==> src/hdl/zctd_pkg.sv <==
// Package for the packed text decoder: codes, types and the per-code decode step.
`default_nettype none
package zctd_pkg;

	localparam logic [1:0] KIND_CHAR = 2'd0;
	localparam logic [1:0] KIND_ABBR = 2'd1;
	localparam logic [1:0] KIND_END  = 2'd2;

	localparam logic [2:0] MODE_A0   = 3'd0;
	localparam logic [2:0] MODE_A1   = 3'd1;
	localparam logic [2:0] MODE_A2   = 3'd2;
	localparam logic [2:0] MODE_ESC1 = 3'd3;
	localparam logic [2:0] MODE_ESC2 = 3'd4;
	localparam logic [2:0] MODE_ABBR = 3'd5;

	localparam logic [6:0] CHR_NEWLINE = 7'd10;
	localparam logic [6:0] CHR_SPACE   = 7'd32;
	localparam logic [6:0] CHR_LOWER_A = 7'd97;
	localparam logic [6:0] CHR_UPPER_A = 7'd65;
	localparam logic [6:0] CHR_DIGIT_0 = 7'd48;

	localparam logic [4:0] CODE_SPACE   = 5'd0;
	localparam logic [4:0] CODE_LASTABB = 5'd3;
	localparam logic [4:0] CODE_ESCAPE  = 5'd6;
	localparam logic [4:0] CODE_NEWLINE = 5'd7;

	typedef struct packed {
		logic [2:0] mode;
		logic [1:0] locked;
		logic [1:0] esc;
		logic [1:0] bank;
	} dec_state_t;

	typedef struct packed {
		dec_state_t st;
		logic       v;
		logic [1:0] kind;
		logic [6:0] value;
	} step_t;

	// one queued word: codes[0] is handled first
	typedef struct packed {
		logic [2:0][4:0] codes;
		logic            endm;
	} qent_t;

	localparam dec_state_t STATE_RESET = '{mode: MODE_A0, locked: 2'd0, esc: 2'd0, bank: 2'd0};

	function automatic logic [6:0] alpha_char(logic [1:0] alph, logic [4:0] code);
		logic [4:0] o;
		logic [6:0] r;
		o = code - CODE_ESCAPE;
		r = CHR_SPACE;
		unique case (alph)
			2'd0: r = CHR_LOWER_A + {2'b00, o};
			2'd1: r = CHR_UPPER_A + {2'b00, o};
			default: begin
				if (o >= 5'd2 && o <= 5'd11) begin
					r = CHR_DIGIT_0 + {2'b00, o - 5'd2};
				end else begin
					case (o)
						5'd12: r = 7'd46;  // .
						5'd13: r = 7'd44;  // ,
						5'd14: r = 7'd33;  // !
						5'd15: r = 7'd63;  // ?
						5'd16: r = 7'd95;  // _
						5'd17: r = 7'd35;  // #
						5'd18: r = 7'd39;  // '
						5'd19: r = 7'd34;  // "
						5'd20: r = 7'd47;  // /
						5'd21: r = 7'd92;  // backslash
						5'd22: r = 7'd45;  // -
						5'd23: r = 7'd58;  // :
						5'd24: r = 7'd40;  // (
						5'd25: r = 7'd41;  // )
						default: r = CHR_SPACE;
					endcase
				end
			end
		endcase
		return r;
	endfunction

	function automatic step_t dec_step(dec_state_t s, logic [4:0] c);
		step_t      r;
		logic [2:0] m;
		logic [1:0] sh;
		r.st    = s;
		r.v     = 1'b0;
		r.kind  = KIND_CHAR;
		r.value = '0;
		m  = (s.mode > MODE_ABBR) ? MODE_A0 : s.mode;
		sh = c[1:0] + 2'd1;  // shift code 4 -> alphabet 1, 5 -> alphabet 2
		if (m == MODE_ABBR) begin
			r.v       = 1'b1;
			r.kind    = KIND_ABBR;
			r.value   = {s.bank, c};
			r.st.mode = {1'b0, s.locked};
		end else if (m == MODE_ESC1) begin
			r.st.esc  = c[1:0];
			r.st.mode = MODE_ESC2;
		end else if (m == MODE_ESC2) begin
			r.v       = 1'b1;
			r.value   = {s.esc, c};
			r.st.mode = {1'b0, s.locked};
		end else if (c >= CODE_ESCAPE) begin
			if (m == MODE_A2 && c == CODE_ESCAPE) begin
				r.st.mode = MODE_ESC1;
			end else begin
				r.v       = 1'b1;
				r.value   = (m == MODE_A2 && c == CODE_NEWLINE) ? CHR_NEWLINE
				            : alpha_char(m[1:0], c);
				r.st.mode = {1'b0, s.locked};
			end
		end else if (c == CODE_SPACE) begin
			r.v       = 1'b1;
			r.value   = CHR_SPACE;
			r.st.mode = {1'b0, s.locked};
		end else if (c <= CODE_LASTABB) begin
			r.st.bank = c[1:0] - 2'd1;
			r.st.mode = MODE_ABBR;
		end else if (m == MODE_A0) begin
			r.st.mode = {1'b0, sh};
		end else if (m[1:0] == sh) begin
			r.st.mode   = m;
			r.st.locked = m[1:0];
		end else begin
			r.st.mode   = MODE_A0;
			r.st.locked = 2'd0;
		end
		return r;
	endfunction

endpackage
`default_nettype wire

==> src/hdl/zctd_if.sv <==
// Handshake interfaces for packed words in and decoded results out.
`default_nettype none
interface zctd_word_if;
	logic        valid;
	logic        ready;
	logic [15:0] packed_word;
	modport source (output valid, output packed_word, input ready);
	modport sink (input valid, input packed_word, output ready);
endinterface

interface zctd_res_if;
	logic       valid;
	logic       ready;
	logic [1:0] kind;
	logic [6:0] value;
	logic       run_last;
	modport source (output valid, output kind, output value, output run_last, input ready);
	modport sink (input valid, input kind, input value, input run_last, output ready);
endinterface
`default_nettype wire

==> src/hdl/zctd_front.sv <==
// Front end: takes packed words, splits them into codes and queues them (two entries).
`default_nettype none
module zctd_front (
	input  wire logic          clk,
	input  wire logic          arst_n,
	zctd_word_if.sink          words,
	output      logic          q_valid,
	input  wire logic          q_ready,
	output      zctd_pkg::qent_t q_data
);

	zctd_pkg::qent_t ent_q [2];
	zctd_pkg::qent_t ent_in;
	logic            wp_q;
	logic            rp_q;
	logic [1:0]      cnt_q;
	logic            push;
	logic            pop;

	always_comb begin
		ent_in.codes[0] = words.packed_word[14:10];
		ent_in.codes[1] = words.packed_word[9:5];
		ent_in.codes[2] = words.packed_word[4:0];
		ent_in.endm     = words.packed_word[15];
	end

	assign words.ready = (cnt_q != 2'd2);
	assign push        = words.valid && words.ready;
	assign q_valid     = (cnt_q != 2'd0);
	assign pop         = q_valid && q_ready;
	assign q_data      = ent_q[rp_q];

	always_ff @(posedge clk or negedge arst_n) begin
		if (!arst_n) begin
			wp_q  <= 1'b0;
			rp_q  <= 1'b0;
			cnt_q <= 2'd0;
		end else begin
			if (push) wp_q <= ~wp_q;
			if (pop) rp_q <= ~rp_q;
			cnt_q <= cnt_q + {1'b0, push} - {1'b0, pop};
		end
	end

	always_ff @(posedge clk) begin
		if (push) ent_q[wp_q] <= ent_in;
	end

endmodule
`default_nettype wire

==> src/hdl/zctd_back.sv <==
// Back end: walks queued codes one per cycle unless stalled; registers results.
`default_nettype none
module zctd_back (
	input  wire logic            clk,
	input  wire logic            arst_n,
	input  wire logic            q_valid,
	output      logic            q_ready,
	input  wire zctd_pkg::qent_t q_data,
	zctd_res_if.source           results
);

	zctd_pkg::dec_state_t st_q;
	logic [1:0]           k_q;
	logic                 ov_q;
	logic [1:0]           okind_q;
	logic [6:0]           oval_q;
	logic                 olast_q;

	logic [4:0]      c0;
	logic [4:0]      c1;
	zctd_pkg::step_t r0;
	zctd_pkg::step_t r1;
	zctd_pkg::step_t r2;
	logic            end_step;
	logic            later;
	logic            res_v;
	logic            can_load;
	logic            fire;
	logic            word_done;

	always_comb begin
		unique case (k_q)
			2'd0: begin
				c0 = q_data.codes[0];
				c1 = q_data.codes[1];
			end
			2'd1: begin
				c0 = q_data.codes[1];
				c1 = q_data.codes[2];
			end
			default: begin
				c0 = q_data.codes[2];
				c1 = q_data.codes[2];
			end
		endcase
	end

	// look ahead over the rest of the word to know which result is its last
	assign r0       = zctd_pkg::dec_step(st_q, c0);
	assign r1       = zctd_pkg::dec_step(r0.st, c1);
	assign r2       = zctd_pkg::dec_step(r1.st, q_data.codes[2]);
	assign end_step = (k_q == 2'd3);
	assign later    = ((k_q <= 2'd1) && r1.v) || ((k_q == 2'd0) && r2.v) || q_data.endm;
	assign res_v    = end_step || r0.v;
	assign can_load = !ov_q || results.ready;
	assign fire     = q_valid && (!res_v || can_load);
	assign word_done = end_step || ((k_q == 2'd2) && !q_data.endm);
	assign q_ready  = fire && word_done;

	assign results.valid    = ov_q;
	assign results.kind     = okind_q;
	assign results.value    = oval_q;
	assign results.run_last = olast_q;

	always_ff @(posedge clk or negedge arst_n) begin
		if (!arst_n) begin
			st_q <= zctd_pkg::STATE_RESET;
			k_q  <= 2'd0;
			ov_q <= 1'b0;
		end else begin
			if (fire) begin
				if (end_step) st_q <= zctd_pkg::STATE_RESET;
				else st_q <= r0.st;
				k_q <= word_done ? 2'd0 : k_q + 2'd1;
			end
			if (fire && res_v) ov_q <= 1'b1;
			else if (results.ready) ov_q <= 1'b0;
		end
	end

	always_ff @(posedge clk) begin
		if (fire && res_v) begin
			if (end_step) begin
				okind_q <= zctd_pkg::KIND_END;
				oval_q  <= '0;
				olast_q <= 1'b1;
			end else begin
				okind_q <= r0.kind;
				oval_q  <= r0.value;
				olast_q <= !later;
			end
		end
	end

endmodule
`default_nettype wire

==> src/hdl/zchar_text_decoder.sv <==
// Top level of the packed text decoder: front queue, code sequencer, checks.
// Results of a word pass through the queue entry register and then the result register to the output.
// The sequencer takes one code per cycle while the result register can take a result; an end mark adds an end step.
// A two-word queue lets words come in while results wait downstream.
// Reset (arst_n low) empties the queue, drops any pending result and returns
// alphabet, lock, escape and abbreviation state to lowercase / zero.
`default_nettype none
module zchar_text_decoder (
	input wire logic   clk,
	input wire logic   arst_n,
	zctd_word_if.sink  words,
	zctd_res_if.source results
);

	logic            q_valid;
	logic            q_ready;
	zctd_pkg::qent_t q_data;

	zctd_front u_front (
		.clk     (clk),
		.arst_n  (arst_n),
		.words   (words),
		.q_valid (q_valid),
		.q_ready (q_ready),
		.q_data  (q_data)
	);

	zctd_back u_back (
		.clk     (clk),
		.arst_n  (arst_n),
		.q_valid (q_valid),
		.q_ready (q_ready),
		.q_data  (q_data),
		.results (results)
	);

	// a full queue always offers a word to the sequencer
	a_full_has_head: assert property (@(posedge clk) disable iff (!arst_n)
		!words.ready |-> q_valid)
		else $error("queue full but no head word");

	a_end_is_last: assert property (@(posedge clk) disable iff (!arst_n)
		(results.valid && results.kind == zctd_pkg::KIND_END) |->
		(results.run_last && results.value == 7'd0))
		else $error("end result malformed");

	a_abbr_range: assert property (@(posedge clk) disable iff (!arst_n)
		(results.valid && results.kind == zctd_pkg::KIND_ABBR) |-> results.value[6:5] != 2'b11)
		else $error("abbreviation index out of range");

	// a word leaves the queue only on a cycle the queue holds one
	a_pop_needs_room: assert property (@(posedge clk) disable iff (!arst_n)
		q_ready |-> q_valid)
		else $error("queue popped while empty");

endmodule
`default_nettype wire
==> src/flat_wrapper.sv <==
// flat-port wrapper written by rule: the top's interface ports become plain ports
module zchar_text_decoder_flat 
  (clk, arst_n, words_valid, words_packed_word, words_ready, results_valid, results_kind, results_value, results_run_last, results_ready);
  zctd_word_if words_i ();
  zctd_res_if results_i ();
  input wire logic clk;
  input wire logic arst_n;
  input wire logic [$bits(words_i.valid)-1:0] words_valid;
  input wire logic [$bits(words_i.packed_word)-1:0] words_packed_word;
  output wire logic [$bits(words_i.ready)-1:0] words_ready;
  output wire logic [$bits(results_i.valid)-1:0] results_valid;
  output wire logic [$bits(results_i.kind)-1:0] results_kind;
  output wire logic [$bits(results_i.value)-1:0] results_value;
  output wire logic [$bits(results_i.run_last)-1:0] results_run_last;
  input wire logic [$bits(results_i.ready)-1:0] results_ready;
  assign words_i.valid = words_valid;
  assign words_i.packed_word = words_packed_word;
  assign words_ready = words_i.ready;
  assign results_valid = results_i.valid;
  assign results_kind = results_i.kind;
  assign results_value = results_i.value;
  assign results_run_last = results_i.run_last;
  assign results_i.ready = results_ready;
  zchar_text_decoder u_core (.clk(clk), .arst_n(arst_n), .words(words_i), .results(results_i));
endmodule
==> config.mk <==
export PLATFORM = sky130hd
export DESIGN_NAME = zchar_text_decoder_flat
export DESIGN_NICKNAME = d
export VERILOG_FILES = /design/src/hdl/zctd_pkg.sv /design/src/hdl/zctd_if.sv /design/src/hdl/zctd_front.sv /design/src/hdl/zctd_back.sv /design/src/hdl/zchar_text_decoder.sv /design/src/flat_wrapper.sv
export SDC_FILE = /design/constraint.sdc
export NUM_CORES = 1
export LEC_CHECK = 0
export BUFFER_PORTS_ARGS = -buffer_cell sky130_fd_sc_hd__buf_2
export CAP_MARGIN = 20
export CORE_AREA = 2 2 68 119
export DETAILED_ROUTE_END_ITERATION = 8
export DIE_AREA = 0 0 70 121
export PLACE_DENSITY = 0.78
export RECOVER_POWER = 25
export SETUP_SLACK_MARGIN = 0.02
export SYNTH_ARGS = -nofsm -noshare
export SYNTH_HDL_FRONTEND = slang
export SYNTH_SLANG_ARGS = --single-unit
export TNS_END_PERCENT = 10
==> constraint.sdc <==
create_clock -name clk -period 4 [get_ports clk]
set_clock_uncertainty 0.1 [all_clocks]
set_input_delay 0.6 -clock clk [delete_from_list [all_inputs] [get_ports clk]]
set_output_delay 0.6 -clock clk [all_outputs]
set_load 0.05 [all_outputs]
# Word level (Yosys, flattened, before mapping)
# Memory sizes are Yosys's and may differ from the RTL's.
# Index checks and enable logic that the tools add are counted.
# Widths: inputs -> output; s select.
dict set report classes {
  add_sub_neg 12
  n_lt_le_gt_ge 11
  eq_ne 23
  mux 81
  bitwise 2
  reduce_logical 32
}
# operator n
set ops {}
lappend ops {{$mux 3} 20}
lappend ops {{$mux 5} 10}
lappend ops {{$mux 7} 7}
lappend ops {{$mux 2} 18}
lappend ops {{$mux 1} 21}
lappend ops {{$eq 5x3->1 const B} 4}
lappend ops {{$eq 3x2->1 const B} 6}
lappend ops {{$eq 3x3->1 const B} 6}
lappend ops {{$ge 5x3->1 const B} 3}
lappend ops {{$logic_not 5->1} 3}
lappend ops {{$pmux 7 s2} 1}
lappend ops {{$logic_and 1x1->1} 13}
lappend ops {{$mux 6} 2}
lappend ops {{$le 5x2->1 const B} 2}
lappend ops {{$pmux 5 s2} 1}
lappend ops {{$gt 3x3->1 const B} 3}
lappend ops {{$mux 9} 1}
lappend ops {{$add 6x5->7 const A} 1}
lappend ops {{$add 6x6->7 const A} 1}
lappend ops {{$add 7x5->7 const A} 1}
lappend ops {{$add 2x1->2 const B} 3}
lappend ops {{$logic_not 3->1} 2}
lappend ops {{$logic_or 1x1->1} 6}
lappend ops {{$ge 5x2->1 const B} 1}
lappend ops {{15 further kinds} 25}
dict set report totals {
  regBits 26
  ramBits 32
  rom_bits 224
  input_bits 20
  output_inout_bits 12
  n_memories 2
}
# memory depth word_bits rd rd_clocked_by_memory_dff wr line_no
set mem_list {}
lappend mem_list {{(name not given)} 32 7 1 0 0 zctd_pkg.sv:61} ;# case (o)
lappend mem_list {u_core.u_front.ent_q 2 16 1 0 1 zctd_front.sv:12} ;# zctd_pkg::qent_t ent_q [2];

# Logic depth before layout (Yosys ltp)
dict set report depth {
  ltp_word 43
  depth_mapped 19
  ltp_nobuf 18
}

# Hierarchy
# A second synthesis with hierarchy kept.
dict set report unflattened {
  cells_unflattened 405
  hier_area_um2 3938.8
}
# mod instances cells_each area_per_inst_um2
set by_module_without_submodules {}
lappend by_module_without_submodules {zctd_back 1 338 2576.2}
lappend by_module_without_submodules {zctd_front 1 67 1362.6}

# Least setup slack after synthesis
# No wires, ideal clock.
dict set report synth_path {
  path_kind {register -> register}
  startpoint {reg u_core.u_back.k_q[1]}
  endpoint {reg u_core.u_back.okind_q[0] (netlist: u_core.u_back.results.kind[0]) (enable)}
  arrival_time_ps 3628
  t_required_ps 3524
  slack_ps -104
  path_stages_with_launch 15
  n_path_buf 2
  period_less_slack_ps 4104
  path_cell_list {dfrtp_1 > inv_1 > ha_1 > buf_2 > nor2_1 > a22oi_1 > nand2_1 > ha_1 > nand2_1 > a2111oi_0 > nand2_1 > a311oi_1 > o22ai_1 > clkbuf_1 > nor2_1}
}
dict set report synth_via {
  elab_chain_cells 15
}
# element line_no
set synth_rtl {}
lappend synth_rtl {{start: declaration} zctd_back.sv:13} ;# logic [1:0] k_q;
lappend synth_rtl {{start signal: assignment} zctd_back.sv:74} ;# k_q <= word_done ? 2'd0 : k_q + 2'd1;
lappend synth_rtl {{branches (longest 10 deep; another with $ge 5x3->1)} --}
lappend synth_rtl {{$logic_or 1x1->1 *} zctd_back.sv:54} ;# assign res_v = end_step || r0.v;
lappend synth_rtl {{$logic_not 1->1} zctd_back.sv:56} ;# assign fire = q_valid && (!res_v || can_load);
lappend synth_rtl {{$logic_or 1x1->1} zctd_back.sv:56}
lappend synth_rtl {{$logic_and 1x1->1} zctd_back.sv:56}
lappend synth_rtl {{$logic_and 1x1->1 *} zctd_back.sv:82} ;# if (fire && res_v) begin
lappend synth_rtl {{end signal: assignment} zctd_back.sv:84} ;# okind_q <= zctd_pkg::KIND_END;
lappend synth_rtl {{end signal: assignment} zctd_back.sv:88} ;# okind_q <= r0.kind;
lappend synth_rtl {{end: declaration} zctd_back.sv:15} ;# logic [1:0] okind_q;
# Mark *: on every way between the ends. The select of a mux whose other input is x is not followed.
# A chain may end at the register's enable or synchronous reset.

# Worst setup path in the final report
dict set report layout_path {
  startpoint {reg u_core.u_front.rp_q}
  endpoint {reg u_core.u_back.oval_q[4] (netlist: u_core.u_back.results.value[4]), data pin}
}
dict set report layout_via {
  elab_chain_cells 13
}
# element line_no
set layout_rtl {}
lappend layout_rtl {{start: declaration} zctd_front.sv:15} ;# logic rp_q;
lappend layout_rtl {{start signal: assignment} zctd_front.sv:40} ;# if (pop) rp_q <= ~rp_q;
lappend layout_rtl {{$mem_v2 2x16 *} --}
lappend layout_rtl {{$pmux 5 s2 *} zctd_back.sv:32} ;# unique case (k_q)
lappend layout_rtl {{$sub 5x3->5} zctd_pkg.sv:52} ;# o = code - CODE_ESCAPE;
lappend layout_rtl {{$sub 5x2->5 (tied with other cells)} zctd_pkg.sv:59} ;# r = CHR_DIGIT_0 + {2'b00, o - 5'd2};
lappend layout_rtl {{$add 6x5->7 / $logic_and 1x1->1 (equally long branches)} {zctd_pkg.sv:59, zctd_pkg.sv:58}}
lappend layout_rtl {{$mux 7} zctd_pkg.sv:58} ;# if (o >= 5'd2 && o <= 5'd11) begin
lappend layout_rtl {{$pmux 7 s2} zctd_pkg.sv:54} ;# unique case (alph)
lappend layout_rtl {{$mux 7} zctd_pkg.sv:111} ;# r.value = (m == MODE_A2 && c == CODE_NEWLINE) ? CHR_NEWLINE
lappend layout_rtl {{$mux 7} zctd_pkg.sv:107} ;# if (m == MODE_A2 && c == CODE_ESCAPE) begin
lappend layout_rtl {{$mux 7} zctd_pkg.sv:106} ;# end else if (c >= CODE_ESCAPE) begin
lappend layout_rtl {{$mux 7} zctd_pkg.sv:102} ;# end else if (m == MODE_ESC2) begin
lappend layout_rtl {{$mux 7} zctd_pkg.sv:99} ;# end else if (m == MODE_ESC1) begin
lappend layout_rtl {{$mux 7 *} zctd_pkg.sv:94} ;# if (m == MODE_ABBR) begin
lappend layout_rtl {{end signal: assignment} zctd_back.sv:89} ;# oval_q <= r0.value;
lappend layout_rtl {{end: declaration} zctd_back.sv:16} ;# logic [6:0] oval_q;
# Mark *: on every way between the ends. The rest lies on a longest branch, timed or not.

==> summary.md <==
| Metric | Value |
|---|---|
| Via Count | approximately 3700 |
| Ys Warns | 0 |
| Synthesized Nets | 449 |
| Core area | 7460 um2 |
| Max Clock Freq | 0.260 GHz |
| Final setup fails | 0 |
| Layout overhead on the synthesized area | 24.6% |
| Drt drc | 0 |
| Total Routing Usage GR | a little over a quarter |
| Worst flop-to-flop path startpoint | u_core.u_front.rp_q |
| Fraction of layout cells with a size suffix above 1 | between 30% and 40% |
| GPL Wtd Cong | roughly 1 |
| Commonest non-fill, non-tap cell in the layout | buf_4 |
| Die Ht | 121 um |
| CP Launch Type | register |
| Mapped cell area | about 4000 um2 |
| Site Rows | 42 |
| Clock root buffer master | clkbuf_16 |
| Slew Limit Fails | 0 |
| Commonest non-fill, non-tap cells in the layout | buf_4 (49), edfxtp_1 (42), nand2_1 (41), nor2_1 (28), buf_2 (28) |
| Initial drt markers | 432 |
| Cells after Synth | 406 |
| Worst r2r dst | u_core.u_back.results.value[4] |
| Io pins | 32 |
| Max-cap viol count | 0 |
| Setup CP Type | register to register |
| Post-route cell area | 5020 um2 |
| Grt ovf | 0 |
| Initial antenna violation count | 0 |
| Num CTS Buffers | 9 |
| Drt pass-1 iters | 8 |
| Critical-path maximum fanout | 12 |
| Vias in the first global route | 3759 |
| Largest cells by area after synthesis | edfxtp_1 (31%), dfrtp_1 (9.9%), ha_1 (7.1%) |
| Final hold vios | 0 |
| Worst Hold Class | primary input to asynchronous set/reset pin |
| Hold slack | 0.263 ns |
| Hold-fix buffers, CTS | 0 |
| Post-synth cell types | 76 |
| Ant. Diodes | 0 |
| FILL cells | roughly 600 |
| Hpwl dp | 8100 um |
| CTS tree | done |
| Fin cells | 572 |
| Post-synthesis sequential area ratio | around two fifths |
| Slew @ Worst Pin | 0.874 ns |
| Cell accounting for the most synthesized area | edfxtp_1 |
| Crit share post-route | 96.3% |
| First-pass GRT wire length | between 15000 and 20000 um |
| DP Worst Slack | -0.179 ns |
| Clock Latency Late Sink | 0.33 ns |
| Status | finished clean |
| Number of synthesized flops with an enable pin | 42 |
| Setup WS post-layout | 0.147 ns |
| Clock sink count | 58 |
| Worst slew margin | 41.7% |
| Fin nets | 522 |
| Initial core utilization | 54.0% |
| CP required | slightly below 4 ns |
| Final wirelength | about 11000 um |
| Cells after DPL | 550 |
| R2R Setup Slk | 0.15 ns |
| Fin crit period | ~3.9 ns |
| Synth top area share | a little under a third |
| CP arrival | between 3 and 4 ns |
| Post-Place Cell Area | 4560 um2 |
| Post-Syn Area per Cell | 9.92 um2 |
| Clock Tree Buf Depth | 2 |
| Die width | ~70 um |
| Worst-path clk slew | 0.05 ns |
| Worst reg2reg path depth | 12 |
| Buffers on Ports | 31 |
| Register bit total from synthesis | 58 |
| DIE AREA | 8470 um2 |
| Largest net degree at the start of global routing | 24 |
| Endpoint type of the worst setup path | register |
| Most used DFF post-synth | edfxtp_1 |
| Ys async rst share | around 28% |
| Drt wl/cell | 19.0 um |
| H-tree depth | 3 |
| DR vias/cell | 6.42 |
| Antenna Nets Post-Route | 0 |
==> routing by layer <==
layer  global-route usage [%]  wire [um]  up-vias
met5                        0          0        -
met4                     20.3        928        0
met3                     6.06        613       77
met2                     49.1       5790      192
met1                     23.3       3520     1706
li1                         -          -     1695
==> worst max-delay path, cell delays in order (launching register included) <==
cell	delay, ns
dfrtp_2	0.44
buf_12	0.17
mux2_2	0.36
a22oi_2	0.21
nand2_1	0.10
ha_1	0.26
or3_1	0.44
a2111oi_1	0.49
o32ai_1	0.22
nand2_1	0.23
o221a_2	0.23
o21ai_1	0.07
a32o_1	0.28
==> registers in the layout, indices dropped and copies added, names as in the netlist <==
signal / count
u_core.u_back.k_q: 2
u_core.u_back.results.kind: 2
u_core.u_back.results.run_last: 1
u_core.u_back.results.valid: 1
u_core.u_back.results.value: 7
u_core.u_back.st_q: 9
u_core.u_front.cnt_q: 2
u_core.u_front.ent_q: 32
u_core.u_front.rp_q: 1
u_core.u_front.wp_q: 1
==> cell type report <==
class	instances	area, um2	share of cell area [%]
clock inverter	4	23.8	0.474
timing repair buffer	82	559	11.1
multi-input combinational	313	2340	46.6
sequential	58	1660	33.1
tap	88	110	2.19
inverter	15	56.3	1.12
clock buffer	12	268	5.34
==> worst max-delay path by stage <==
stage / cells after the start / end / slack, ns / startpoint
after floorplan: 15 / u_core.u_back.results.run_last / 0.03 / u_core.u_front.rp_q
after global placement: 13 / u_core.u_back.results.run_last / 0.03 / u_core.u_front.rp_q
after detailed placement: 13 / u_core.u_back.results.run_last / -0.18 / u_core.u_front.rp_q
after CTS: 14 / u_core.u_back.results.run_last / 0.02 / u_core.u_front.rp_q
after global routing: 16 / u_core.u_back.results.run_last / -0.006 / u_core.u_back.k_q[1]
final: 12 / u_core.u_back.results.value[4] / 0.15 / u_core.u_front.rp_q
==> synthesized netlist by cell type (all sizes together), types with 3 or more instances <==
cell type   n
a21oi      17
xnor2       7
a2111oi     3
a31oi       6
buf         7
nor2       30
dfrtp      16
nand4       5
mux2i      10
a21boi      5
a21o        4
mux2       17
nor3       11
nor3b       3
and3        5
nand3b      4
nand2b      7
inv        15
nand3       8
o21ai      23
clkbuf     13
o31ai       4
nor2b       5
o22ai       3
a22oi       7
or3         4
a211oi      4
nand2      42
edfxtp     42
ha         23
o211ai      3
and2        8
==> logic make-up after synthesis <==
family | after synthesis | synth area share (%)
AO/OA/AOI/OAI | 112 | 19.8
XOR/XNOR | 8 | 1.74
adder cells (fa/ha/maj) | 23 | 7.15
buffers and inverters | 35 | 4.01
flip-flops | 58 | 41.3
multiplexers | 29 | 8.45
AND/OR/NAND/NOR | 141 | 17.6
==> stage by stage <==
stage                     util, %  TNS [ns]
after floorplan                 -         0
after global placement       61.1         0
after detailed placement     61.1    -0.179
after CTS                    65.3         0
after global routing         67.2  -0.00581
final                        67.2         0
==> timing repair <==
item / CTS / global route
setup endpoints to repair: 1 / 19
buffers inserted: 1 / 5
resized for setup: 4 / 26
endpoints found under the hold margin: 0 / 0
pin swaps: 1 / 9
Power is left out: the tool's default activity adds up to more than one toggle a clock period on the data nets, which glitch-free logic cannot reach.
